$ cat src/hdl/assert_macros.svh
// ----------------------------------------------------------------------------
// assert_macros.svh
// Assertion shorthands shared by the receiver RTL.
// ----------------------------------------------------------------------------
`ifndef ASSERT_MACROS_SVH
`define ASSERT_MACROS_SVH

// Same-cycle implication, checked outside reset.
`define ASSERT_IMPL(lbl, ante, cons) \
    lbl: assert property (@(posedge clk) disable iff (!rst_n) (ante) |-> (cons)) \
        else $error("implication check failed");

// Next-cycle implication, checked outside reset.
`define ASSERT_NEXT(lbl, ante, cons) \
    lbl: assert property (@(posedge clk) disable iff (!rst_n) (ante) |=> (cons)) \
        else $error("next-cycle check failed");

`endif

$ cat src/hdl/fpr_pkg.sv
// ----------------------------------------------------------------------------
// fpr_pkg
// Types, widths and codes shared by the framed packet receiver.
// ----------------------------------------------------------------------------
package fpr_pkg;

    localparam int DATA_W          = 8;
    localparam int LEN_W           = 6;
    localparam int STATUS_W        = 3;
    localparam int MAX_PAYLOAD_DEF = 32;
    localparam int APB_ADDR_W      = 3;
    localparam int APB_DATA_W      = 32;

    localparam logic [STATUS_W-1:0] ST_PENDING    = 3'd0;
    localparam logic [STATUS_W-1:0] ST_DONE       = 3'd1;
    localparam logic [STATUS_W-1:0] ST_ERR_HEADER = 3'd2;
    localparam logic [STATUS_W-1:0] ST_ERR_LENGTH = 3'd3;
    localparam logic [STATUS_W-1:0] ST_ERR_CKS    = 3'd4;

    localparam logic REG_HEADER_BYTE = 1'b0;
    localparam logic REG_MAX_LENGTH  = 1'b1;

    localparam logic [DATA_W-1:0] HEADER_RST  = 8'd0;
    localparam logic [LEN_W-1:0]  MAX_LEN_RST = 6'd32;

    typedef enum logic [3:0] {
        PH_HUNT   = 4'b0001,
        PH_LEN    = 4'b0010,
        PH_DATA   = 4'b0100,
        PH_REPLAY = 4'b1000
    } phase_t;

    typedef struct packed {
        logic [DATA_W-1:0] header_byte;
        logic [LEN_W-1:0]  max_length;
    } cfg_t;

    typedef struct packed {
        logic              wr_en;
        logic [LEN_W-1:0]  wr_addr;
        logic [DATA_W-1:0] wr_data;
        logic              rd_en;
        logic [LEN_W-1:0]  rd_addr;
    } store_req_t;

endpackage

$ cat src/hdl/fpr_rx_if.sv
// ----------------------------------------------------------------------------
// fpr_rx_if
// Input byte channel: valid/ready handshake with one received byte.
// ----------------------------------------------------------------------------
interface fpr_rx_if;
    logic                      valid;
    logic                      ready;
    logic [fpr_pkg::DATA_W-1:0] rx_byte;

    modport source (output valid, output rx_byte, input ready);
    modport sink   (input valid, input rx_byte, output ready);
endinterface

$ cat src/hdl/fpr_res_if.sv
// ----------------------------------------------------------------------------
// fpr_res_if
// Result channel: valid/ready handshake with status and payload fields.
// ----------------------------------------------------------------------------
interface fpr_res_if;
    logic                         valid;
    logic                         ready;
    logic [fpr_pkg::STATUS_W-1:0] status;
    logic                         payload_valid;
    logic [fpr_pkg::DATA_W-1:0]   payload_byte;
    logic [fpr_pkg::LEN_W-1:0]    payload_length;
    logic                         last;

    modport source (output valid, output status, output payload_valid,
                    output payload_byte, output payload_length, output last,
                    input ready);
    modport sink   (input valid, input status, input payload_valid,
                    input payload_byte, input payload_length, input last,
                    output ready);
endinterface

$ cat src/hdl/fpr_cfg.sv
// ----------------------------------------------------------------------------
// fpr_cfg
// APB register bank: header byte and maximum payload length.
// ----------------------------------------------------------------------------
module fpr_cfg
(
    input  logic                               clk,
    input  logic                               rst_n,
    input  logic                               psel,
    input  logic                               penable,
    input  logic                               pwrite,
    input  logic [fpr_pkg::APB_ADDR_W-1:0]     paddr,
    input  logic [fpr_pkg::APB_DATA_W-1:0]     pwdata,
    output logic [fpr_pkg::APB_DATA_W-1:0]     prdata,
    output logic                               pready,
    output fpr_pkg::cfg_t                      cfg
);

    fpr_pkg::cfg_t cfg_reg;
    fpr_pkg::cfg_t cfg_next;
    logic          wr_xfer;
    logic          reg_sel;

    assign pready  = 1'b1;
    assign wr_xfer = psel && penable && pwrite && pready;
    assign reg_sel = paddr[2];

    always_comb
    begin
        cfg_next = cfg_reg;
        if (wr_xfer)
        begin
            case (reg_sel)
                fpr_pkg::REG_HEADER_BYTE: cfg_next.header_byte = pwdata[fpr_pkg::DATA_W-1:0];
                fpr_pkg::REG_MAX_LENGTH:  cfg_next.max_length  = pwdata[fpr_pkg::LEN_W-1:0];
                default:                  cfg_next = cfg_reg;
            endcase
        end
    end

    always_ff @(posedge clk or negedge rst_n)
    begin
        if (!rst_n)
        begin
            cfg_reg.header_byte <= fpr_pkg::HEADER_RST;
            cfg_reg.max_length  <= fpr_pkg::MAX_LEN_RST;
        end
        else
        begin
            cfg_reg <= cfg_next;
        end
    end

    always_comb
    begin
        case (reg_sel)
            fpr_pkg::REG_HEADER_BYTE:
                prdata = {{(fpr_pkg::APB_DATA_W-fpr_pkg::DATA_W){1'b0}}, cfg_reg.header_byte};
            fpr_pkg::REG_MAX_LENGTH:
                prdata = {{(fpr_pkg::APB_DATA_W-fpr_pkg::LEN_W){1'b0}}, cfg_reg.max_length};
            default:
                prdata = '0;
        endcase
    end

    assign cfg = cfg_reg;

endmodule

$ cat src/hdl/fpr_store.sv
// ----------------------------------------------------------------------------
// fpr_store
// Payload memory: one write port, one read port, registered read data.
// ----------------------------------------------------------------------------
module fpr_store
#(
    parameter int MAX_PAYLOAD = fpr_pkg::MAX_PAYLOAD_DEF
)
(
    input  logic                          clk,
    input  fpr_pkg::store_req_t           req,
    output logic [fpr_pkg::DATA_W-1:0]    rd_data
);

    localparam int IDX_W = (MAX_PAYLOAD > 1) ? $clog2(MAX_PAYLOAD) : 1;

    logic [fpr_pkg::DATA_W-1:0] mem [MAX_PAYLOAD];
    logic [fpr_pkg::DATA_W-1:0] rd_data_reg;

    always_ff @(posedge clk)
    begin
        if (req.wr_en)
        begin
            mem[req.wr_addr[IDX_W-1:0]] <= req.wr_data;
        end
        // hold the last read word while the result side stalls
        if (req.rd_en)
        begin
            rd_data_reg <= mem[req.rd_addr[IDX_W-1:0]];
        end
    end

    assign rd_data = rd_data_reg;

endmodule

$ cat src/hdl/framed_packet_receiver.sv
// ----------------------------------------------------------------------------
// framed_packet_receiver
// Length-prefixed frame receiver with an 8-bit additive payload checksum.
// ----------------------------------------------------------------------------
// A single result is registered and shows in the cycle after its byte transfer.
// Throughput: one byte per cycle while the result register is free and no replay runs.
// A good checksum byte of a nonzero-length frame replays the N stored bytes: each is
// read into the registered memory read data, then loaded into the result register;
// no byte is taken meanwhile. Reset: rst_n is asynchronous, active low; control state
// and the result valid flag clear, the result fields and the payload memory do not.
`include "assert_macros.svh"

module framed_packet_receiver
#(
    parameter int MAX_PAYLOAD = fpr_pkg::MAX_PAYLOAD_DEF
)
(
    input  logic                           clk,
    input  logic                           rst_n,
    fpr_rx_if.sink                         rx,
    fpr_res_if.source                      res,
    input  logic                           psel,
    input  logic                           penable,
    input  logic                           pwrite,
    input  logic [fpr_pkg::APB_ADDR_W-1:0] paddr,
    input  logic [fpr_pkg::APB_DATA_W-1:0] pwdata,
    output logic [fpr_pkg::APB_DATA_W-1:0] prdata,
    output logic                           pready
);

    localparam logic [fpr_pkg::DATA_W-1:0] MAX_LEN_B = fpr_pkg::DATA_W'(MAX_PAYLOAD);

    fpr_pkg::cfg_t       cfg;
    fpr_pkg::store_req_t st_req;
    logic [fpr_pkg::DATA_W-1:0] rd_data;

    fpr_pkg::phase_t            phase_reg, phase_next;
    logic [fpr_pkg::LEN_W-1:0]  exp_len_reg, exp_len_next;
    logic [fpr_pkg::LEN_W-1:0]  idx_reg, idx_next;
    logic [fpr_pkg::DATA_W-1:0] sum_reg, sum_next;
    logic [fpr_pkg::LEN_W-1:0]  rd_idx_reg, rd_idx_next;
    logic                       pend_reg, pend_next;
    logic                       pend_last_reg, pend_last_next;

    logic                         out_valid_reg, out_valid_next;
    logic [fpr_pkg::STATUS_W-1:0] out_status_reg, out_status_next;
    logic                         out_pvalid_reg, out_pvalid_next;
    logic [fpr_pkg::DATA_W-1:0]   out_byte_reg, out_byte_next;
    logic [fpr_pkg::LEN_W-1:0]    out_len_reg, out_len_next;
    logic                         out_last_reg, out_last_next;

    logic slot_free;
    logic rx_xfer;
    logic pend_load;
    logic rd_issue;
    logic cks_start;
    logic out_done_ok;

    fpr_cfg u_cfg
    (
        .clk     (clk),
        .rst_n   (rst_n),
        .psel    (psel),
        .penable (penable),
        .pwrite  (pwrite),
        .paddr   (paddr),
        .pwdata  (pwdata),
        .prdata  (prdata),
        .pready  (pready),
        .cfg     (cfg)
    );

    fpr_store #(.MAX_PAYLOAD(MAX_PAYLOAD)) u_store
    (
        .clk     (clk),
        .req     (st_req),
        .rd_data (rd_data)
    );

    assign slot_free = !out_valid_reg || res.ready;
    assign rx.ready  = (phase_reg != fpr_pkg::PH_REPLAY) && slot_free;
    assign rx_xfer   = rx.valid && rx.ready;

    // memory word waiting for the result register
    assign pend_load = pend_reg && slot_free;
    assign rd_issue  = (phase_reg == fpr_pkg::PH_REPLAY) && (rd_idx_reg < exp_len_reg)
                       && (!pend_reg || pend_load);
    assign cks_start = rx_xfer && (phase_reg == fpr_pkg::PH_DATA) && (idx_reg >= exp_len_reg)
                       && (rx.rx_byte == sum_reg) && (exp_len_reg != '0);

    always_comb
    begin
        phase_next      = phase_reg;
        exp_len_next    = exp_len_reg;
        idx_next        = idx_reg;
        sum_next        = sum_reg;
        rd_idx_next     = rd_idx_reg;
        pend_next       = pend_reg;
        pend_last_next  = pend_last_reg;

        out_valid_next  = out_valid_reg && !res.ready;
        out_status_next = out_status_reg;
        out_pvalid_next = out_pvalid_reg;
        out_byte_next   = out_byte_reg;
        out_len_next    = out_len_reg;
        out_last_next   = out_last_reg;

        st_req.wr_en    = 1'b0;
        st_req.wr_addr  = idx_reg;
        st_req.wr_data  = rx.rx_byte;
        st_req.rd_en    = rd_issue;
        st_req.rd_addr  = rd_idx_reg;

        if (rx_xfer)
        begin
            // single result by default; replay start overrides below
            out_valid_next  = 1'b1;
            out_status_next = fpr_pkg::ST_PENDING;
            out_pvalid_next = 1'b0;
            out_byte_next   = '0;
            out_len_next    = '0;
            out_last_next   = 1'b1;

            case (phase_reg)
                fpr_pkg::PH_HUNT:
                begin
                    if (rx.rx_byte == cfg.header_byte)
                    begin
                        phase_next = fpr_pkg::PH_LEN;
                    end
                    else
                    begin
                        out_status_next = fpr_pkg::ST_ERR_HEADER;
                    end
                end
                fpr_pkg::PH_LEN:
                begin
                    if ((rx.rx_byte > {2'b00, cfg.max_length}) || (rx.rx_byte > MAX_LEN_B))
                    begin
                        phase_next      = fpr_pkg::PH_HUNT;
                        out_status_next = fpr_pkg::ST_ERR_LENGTH;
                    end
                    else
                    begin
                        exp_len_next = rx.rx_byte[fpr_pkg::LEN_W-1:0];
                        sum_next     = '0;
                        idx_next     = '0;
                        phase_next   = fpr_pkg::PH_DATA;
                    end
                end
                fpr_pkg::PH_DATA:
                begin
                    if (idx_reg >= exp_len_reg)
                    begin
                        phase_next = fpr_pkg::PH_HUNT;
                        if (rx.rx_byte != sum_reg)
                        begin
                            out_status_next = fpr_pkg::ST_ERR_CKS;
                        end
                        else if (exp_len_reg == '0)
                        begin
                            out_status_next = fpr_pkg::ST_DONE;
                        end
                        else
                        begin
                            // no result now: replay the stored payload
                            phase_next     = fpr_pkg::PH_REPLAY;
                            out_valid_next = out_valid_reg && !res.ready;
                            rd_idx_next    = '0;
                            pend_next      = 1'b0;
                        end
                    end
                    else
                    begin
                        st_req.wr_en = 1'b1;
                        sum_next     = sum_reg + rx.rx_byte;
                        idx_next     = idx_reg + 1'b1;
                    end
                end
                default:
                begin
                    phase_next = fpr_pkg::PH_HUNT;
                end
            endcase
        end

        if (phase_reg == fpr_pkg::PH_REPLAY)
        begin
            if (pend_load)
            begin
                out_valid_next  = 1'b1;
                out_status_next = fpr_pkg::ST_DONE;
                out_pvalid_next = 1'b1;
                out_byte_next   = rd_data;
                out_len_next    = exp_len_reg;
                out_last_next   = pend_last_reg;
                pend_next       = 1'b0;
                if (pend_last_reg)
                begin
                    phase_next = fpr_pkg::PH_HUNT;
                end
            end
            if (rd_issue)
            begin
                pend_next      = 1'b1;
                pend_last_next = ((rd_idx_reg + 1'b1) == exp_len_reg);
                rd_idx_next    = rd_idx_reg + 1'b1;
            end
        end
    end

    always_ff @(posedge clk or negedge rst_n)
    begin
        if (!rst_n)
        begin
            phase_reg     <= fpr_pkg::PH_HUNT;
            exp_len_reg   <= '0;
            idx_reg       <= '0;
            sum_reg       <= '0;
            rd_idx_reg    <= '0;
            pend_reg      <= 1'b0;
            pend_last_reg <= 1'b0;
            out_valid_reg <= 1'b0;
        end
        else
        begin
            phase_reg     <= phase_next;
            exp_len_reg   <= exp_len_next;
            idx_reg       <= idx_next;
            sum_reg       <= sum_next;
            rd_idx_reg    <= rd_idx_next;
            pend_reg      <= pend_next;
            pend_last_reg <= pend_last_next;
            out_valid_reg <= out_valid_next;
        end
    end

    always_ff @(posedge clk)
    begin
        out_status_reg <= out_status_next;
        out_pvalid_reg <= out_pvalid_next;
        out_byte_reg   <= out_byte_next;
        out_len_reg    <= out_len_next;
        out_last_reg   <= out_last_next;
    end

    assign res.valid          = out_valid_reg;
    assign res.status         = out_status_reg;
    assign res.payload_valid  = out_pvalid_reg;
    assign res.payload_byte   = out_byte_reg;
    assign res.payload_length = out_len_reg;
    assign res.last           = out_last_reg;

    assign out_done_ok = (res.status == fpr_pkg::ST_DONE) && (res.payload_length == exp_len_reg);

    `ASSERT_NEXT(a_cks_enters_replay, cks_start, phase_reg == fpr_pkg::PH_REPLAY)
    `ASSERT_IMPL(a_pend_only_in_replay, pend_reg, phase_reg == fpr_pkg::PH_REPLAY)
    `ASSERT_IMPL(a_no_write_in_replay, st_req.wr_en, phase_reg != fpr_pkg::PH_REPLAY)
    `ASSERT_IMPL(a_payload_is_done, res.valid && res.payload_valid, out_done_ok)

endmodule

$ cat src/flat_wrapper.sv
// flat-port wrapper written by rule: the top's interface ports become plain ports
module framed_packet_receiver_flat 
#(
    parameter int MAX_PAYLOAD = fpr_pkg::MAX_PAYLOAD_DEF
)
  (clk, rst_n, psel, penable, pwrite, paddr, pwdata, prdata, pready, rx_valid, rx_rx_byte, rx_ready, res_valid, res_status, res_payload_valid, res_payload_byte, res_payload_length, res_last, res_ready);
  fpr_rx_if rx_i ();
  fpr_res_if res_i ();
  input  logic clk;
  input  logic rst_n;
  input  logic psel;
  input  logic penable;
  input  logic pwrite;
  input  logic [fpr_pkg::APB_ADDR_W-1:0] paddr;
  input  logic [fpr_pkg::APB_DATA_W-1:0] pwdata;
  output logic [fpr_pkg::APB_DATA_W-1:0] prdata;
  output logic pready;
  input wire logic [$bits(rx_i.valid)-1:0] rx_valid;
  input wire logic [$bits(rx_i.rx_byte)-1:0] rx_rx_byte;
  output wire logic [$bits(rx_i.ready)-1:0] rx_ready;
  output wire logic [$bits(res_i.valid)-1:0] res_valid;
  output wire logic [$bits(res_i.status)-1:0] res_status;
  output wire logic [$bits(res_i.payload_valid)-1:0] res_payload_valid;
  output wire logic [$bits(res_i.payload_byte)-1:0] res_payload_byte;
  output wire logic [$bits(res_i.payload_length)-1:0] res_payload_length;
  output wire logic [$bits(res_i.last)-1:0] res_last;
  input wire logic [$bits(res_i.ready)-1:0] res_ready;
  assign rx_i.valid = rx_valid;
  assign rx_i.rx_byte = rx_rx_byte;
  assign rx_ready = rx_i.ready;
  assign res_valid = res_i.valid;
  assign res_status = res_i.status;
  assign res_payload_valid = res_i.payload_valid;
  assign res_payload_byte = res_i.payload_byte;
  assign res_payload_length = res_i.payload_length;
  assign res_last = res_i.last;
  assign res_i.ready = res_ready;
  framed_packet_receiver #(.MAX_PAYLOAD(MAX_PAYLOAD)) u_core (.clk(clk), .rst_n(rst_n), .rx(rx_i), .res(res_i), .psel(psel), .penable(penable), .pwrite(pwrite), .paddr(paddr), .pwdata(pwdata), .prdata(prdata), .pready(pready));
endmodule
$ cat config.mk
export PLATFORM = sky130hd
export DESIGN_NAME = framed_packet_receiver_flat
export DESIGN_NICKNAME = d
export VERILOG_FILES = /design/src/hdl/fpr_pkg.sv /design/src/hdl/fpr_rx_if.sv /design/src/hdl/fpr_res_if.sv /design/src/hdl/fpr_cfg.sv /design/src/hdl/fpr_store.sv /design/src/hdl/framed_packet_receiver.sv /design/src/flat_wrapper.sv
export VERILOG_INCLUDE_DIRS = /design/src /design/src/hdl
export SDC_FILE = /design/constraint.sdc
export NUM_CORES = 1
export LEC_CHECK = 0
export BUFFER_PORTS_ARGS = -buffer_cell sky130_fd_sc_hd__buf_2
export CORE_MARGIN = 4
export CORE_UTILIZATION = 50
export CTS_BUF_LIST = sky130_fd_sc_hd__clkbuf_16
export DETAILED_ROUTE_END_ITERATION = 8
export MAX_ROUTING_LAYER = met4
export PLACE_DENSITY = 0.74
export SYNTH_ARGS = -nofsm -noshare
export SYNTH_HDL_FRONTEND = slang
export SYNTH_SLANG_ARGS = --single-unit
$ cat constraint.sdc
create_clock -name clk -period 3.2 [get_ports clk]
set_input_delay 0.16 -clock clk [delete_from_list [all_inputs] [get_ports clk]]
set_output_delay 0.16 -clock clk [all_outputs]
set_load 0.01 [all_outputs]
==> metrics.md <==
| Metric | Value |
|---|---|
| Die area | 31,200 um2 |
| Rel. slew slack | 48.4% |
| Top cell type's share of synthesized area | 55.7% |
| Antenna-violating nets left | 0 |
| Hold path cells | 1 |
| Initial antenna violation count | 1 |
| Top cells by area, synth | edfxtp_1 (56%), dfrtp_1 (7.9%), mux4_2 (6.3%) |
| WL per Instance | 22.0 um |
| Worst Skew | 11.9 ps |
| Worst r2r src | u_core.exp_len_reg[2] |
| Final std cells w/o fill | 1,437 |
| Cell row count | 61 |
| CP endpoint kind | flop |
| Minimum clock period | 2880 ps |
| CP arrival | around 3100 ps |
| CTS Buffer Depth | 3 |
| Routability cong. | 0.854 |
| Worst slew pin tran | 763 ps |
| Pwr Density | 554 nW/um2 |
| CORE AREA | 27,900 um2 |
| Post-synthesis sequential area ratio | 66.7% |
| Status | completed |
| Die Span X | 177 um |
| Worst hold start | rx_rx_byte[5] |
| Switching Fraction | 20.2% |
| Overflow after GRT | 0 |
| Hold Fails Final Rpt | 0 |
| CTS sink count | 330 |
| Final Setup Violations | 0 |
| Clock Power Share | 43.7% |
| Clk_lat worst skew | 500 ps |
| PortBufs | 52 |
| Leakage power | 6.38 nW |
| Largest net degree at the start of global routing | 47 |
| Fmax | 347 MHz |
| Max reg flops | ~260 |
| IO Pins | 104 |
| Ys flop type | edfxtp_1 |
| Initial DRC count | between 700 and 800 |
| Vias in the first global route | around 8,500 |
| Synth Register Bits | 330 |
| Min-Delay Endpoint | u_core.u_store.mem[24][5] |
| DR vias/cell | 5.81 |
| Peak supply drop | 379 uV |
| Worst Hold Class | input port to flop |
| Htree depth | 2 |
| Final core utilization | 58.8% |
| Crit path max fanout | 8 |
| Area grow syn2layout | 15.5% |
| Combinational power share | 4.2% |
| Final HPWL DP | 19,800 um |
| Setup TNS Final | 0 ps |
| Setup CP Type | flop to flop |
| Starting Density | between 50% and 60% |
| Net Switching | 1.84 mW |
| Gr usage total | about a fifth |
| P_int | 7.26 mW |
| DRC Markers | 0 |
| Die height | 177 um |
| Post-CTS Setup Bufs | 0 |
| Register-to-Register Path Depth | 8 |
| R2r setup slk | 320 ps |
| Syn avg cell area | 15.6 um2 |
| Most common cell in the netlist | edfxtp_1 |
| First-pass iteration count of the detailed router | 5 |
| Root Buffer | clkbuf_16 |
| Reg2Reg Capture Point | u_core.u_store.mem[13][7] |
| Filler cells | 2,106 |
| RSZ-0062 raised after global routing | no |
| Vias | 8,354 |
| Inst Count DP | roughly 1,400 |
| Synth cell types | 69 |
| Global-route wire length before repair | 48,400 um |
| Nets@finish | 1,113 |
| Max-slew violation count | 0 |
| YS warnings | 0 |
| Syn Std Cell Area | 14,200 um2 |
| Synth Instances | around 900 |
| Top post-synthesis cells by count | edfxtp_1 (264), nand2_1 (59), mux2i_1 (54) |
| CTS tree | done |
| Async SR Flop Fraction | around 14% |
| Max Cap Violations | 0 |
| Yosys top cell by area | edfxtp_1 |
| Tcrit/Tclk final | 90.0% |
| Reg clk slew, reported paths | roughly 60 ps |
| Worst Path Required | ~3400 ps |
| Startpoint type of the worst setup path | flop |
| Post-synth EDFFs | approximately 260 |
| Post-Route WL | about 32,000 um |
| Flop pwr share | 52.1% |
| Total CTS buffers | 34 |
| Layout cell share with drive strength beyond 1 | 23.7% |
## per-layer routing
metal	wire length, um	global-route usage [%]	part of all wire, %	vias to the layer above
li1	-	-	-	3753
met1	12800	27.5	41	4248
met2	15900	34.3	50	297
met3	2060	3.44	6.5	56
met4	745	5.61	2.4	0
met5	0	-	0	-
## critical path, cell delays in order (launching register included)
cell	delay, ps
dfrtp_1	480
inv_1	130
ha_1	310
a21oi_1	120
o21ai_0	180
a211oi_4	450
nand2_1	420
nor3_1	290
buf_4	220
## power groups by stage
stage	Sequential, mW	Combinational [mW]	Clock [mW]
floorplan	4.81	0.238	0
CTS	4.74	0.381	4.05
detailed placement	4.83	0.368	0
global placement	4.83	0.359	0
finish	4.74	0.380	3.98
global route	4.75	0.421	4.21
## kinds of logic after synthesis
logic type	Yosys count	synth area share, %
AOI/OAI and AO/OA	136	7.11
xor gates and xnor gates	19	1.17
adders and majority gates	31	2.78
buffers and inverters	88	3.25
DFF	330	66.7
muxes	119	12.1
other	2	0.0528
and+or+nand+nor	189	6.84
## repair_timing
item / CTS / global route
hold buffers: 11 / 0
endpoints found under the hold margin: 39 / 0
resized for setup: 0 / 0
## worst max-delay path by stage
stage | startpoint | to
final | u_core.exp_len_reg[2] | u_core.u_store.mem[13][7]
after CTS | u_core.exp_len_reg[2] | u_core.u_store.mem[12][7]
after floorplan | u_core.rd_idx_reg[0] | u_core.rd_idx_reg[5]
after detailed placement | u_core.exp_len_reg[2] | u_core.u_store.mem[12][3]
after global routing | u_core.exp_len_reg[2] | u_core.u_store.mem[12][2]
after global placement | u_core.exp_len_reg[2] | u_core.u_store.mem[13][7]
## final cells by class
class	count	area (um2)	share of cell area (%)
clock buffer	37	926	5.64
inverter	19	71.3	0.434
tap	378	473	2.88
sequential	330	9490	57.8
antenna	1	2.50	0.0152
multi-input combinational	519	4360	26.5
timing repair buffer	128	883	5.38
clock inverter	25	219	1.33
## cells in the final DEF (no fill, tap or decap), types with 11 or more instances in the layout
cell	netlist	layout
a21oi_1	14	14
edfxtp_1	264	264
o221ai_1	30	30
nor2b_1	14	14
mux4_2	40	40
mux2i_1	54	54
buf_4	26	63
nor3_1	11	11
buf_2	15	52
xnor2_1	13	13
dfrtp_1	45	43
ha_1	30	30
nand3_1	14	14
conb_1	2	25
clkbuf_16	0	37
nor2_1	42	42
nand2_1	59	59
dfxtp_1	19	19
mux2_2	25	25
a22o_1	16	16
o21ai_0	24	24
dlygate4sd3_1	0	11
inv_1	17	28
## metrics by stage
step                total power, mW  setup slack (ps)  hold slack (ps)  cell area, um2
finish                         9.10               319              107           16400
global route                   9.37               162              105           16400
CTS                            9.17               333             92.1           16400
detailed placement             5.20               332              209           15200
global placement               5.19               367              212           15200
floorplan                      5.05               435             -136           14300
Power figures use the tool's default switching activity.
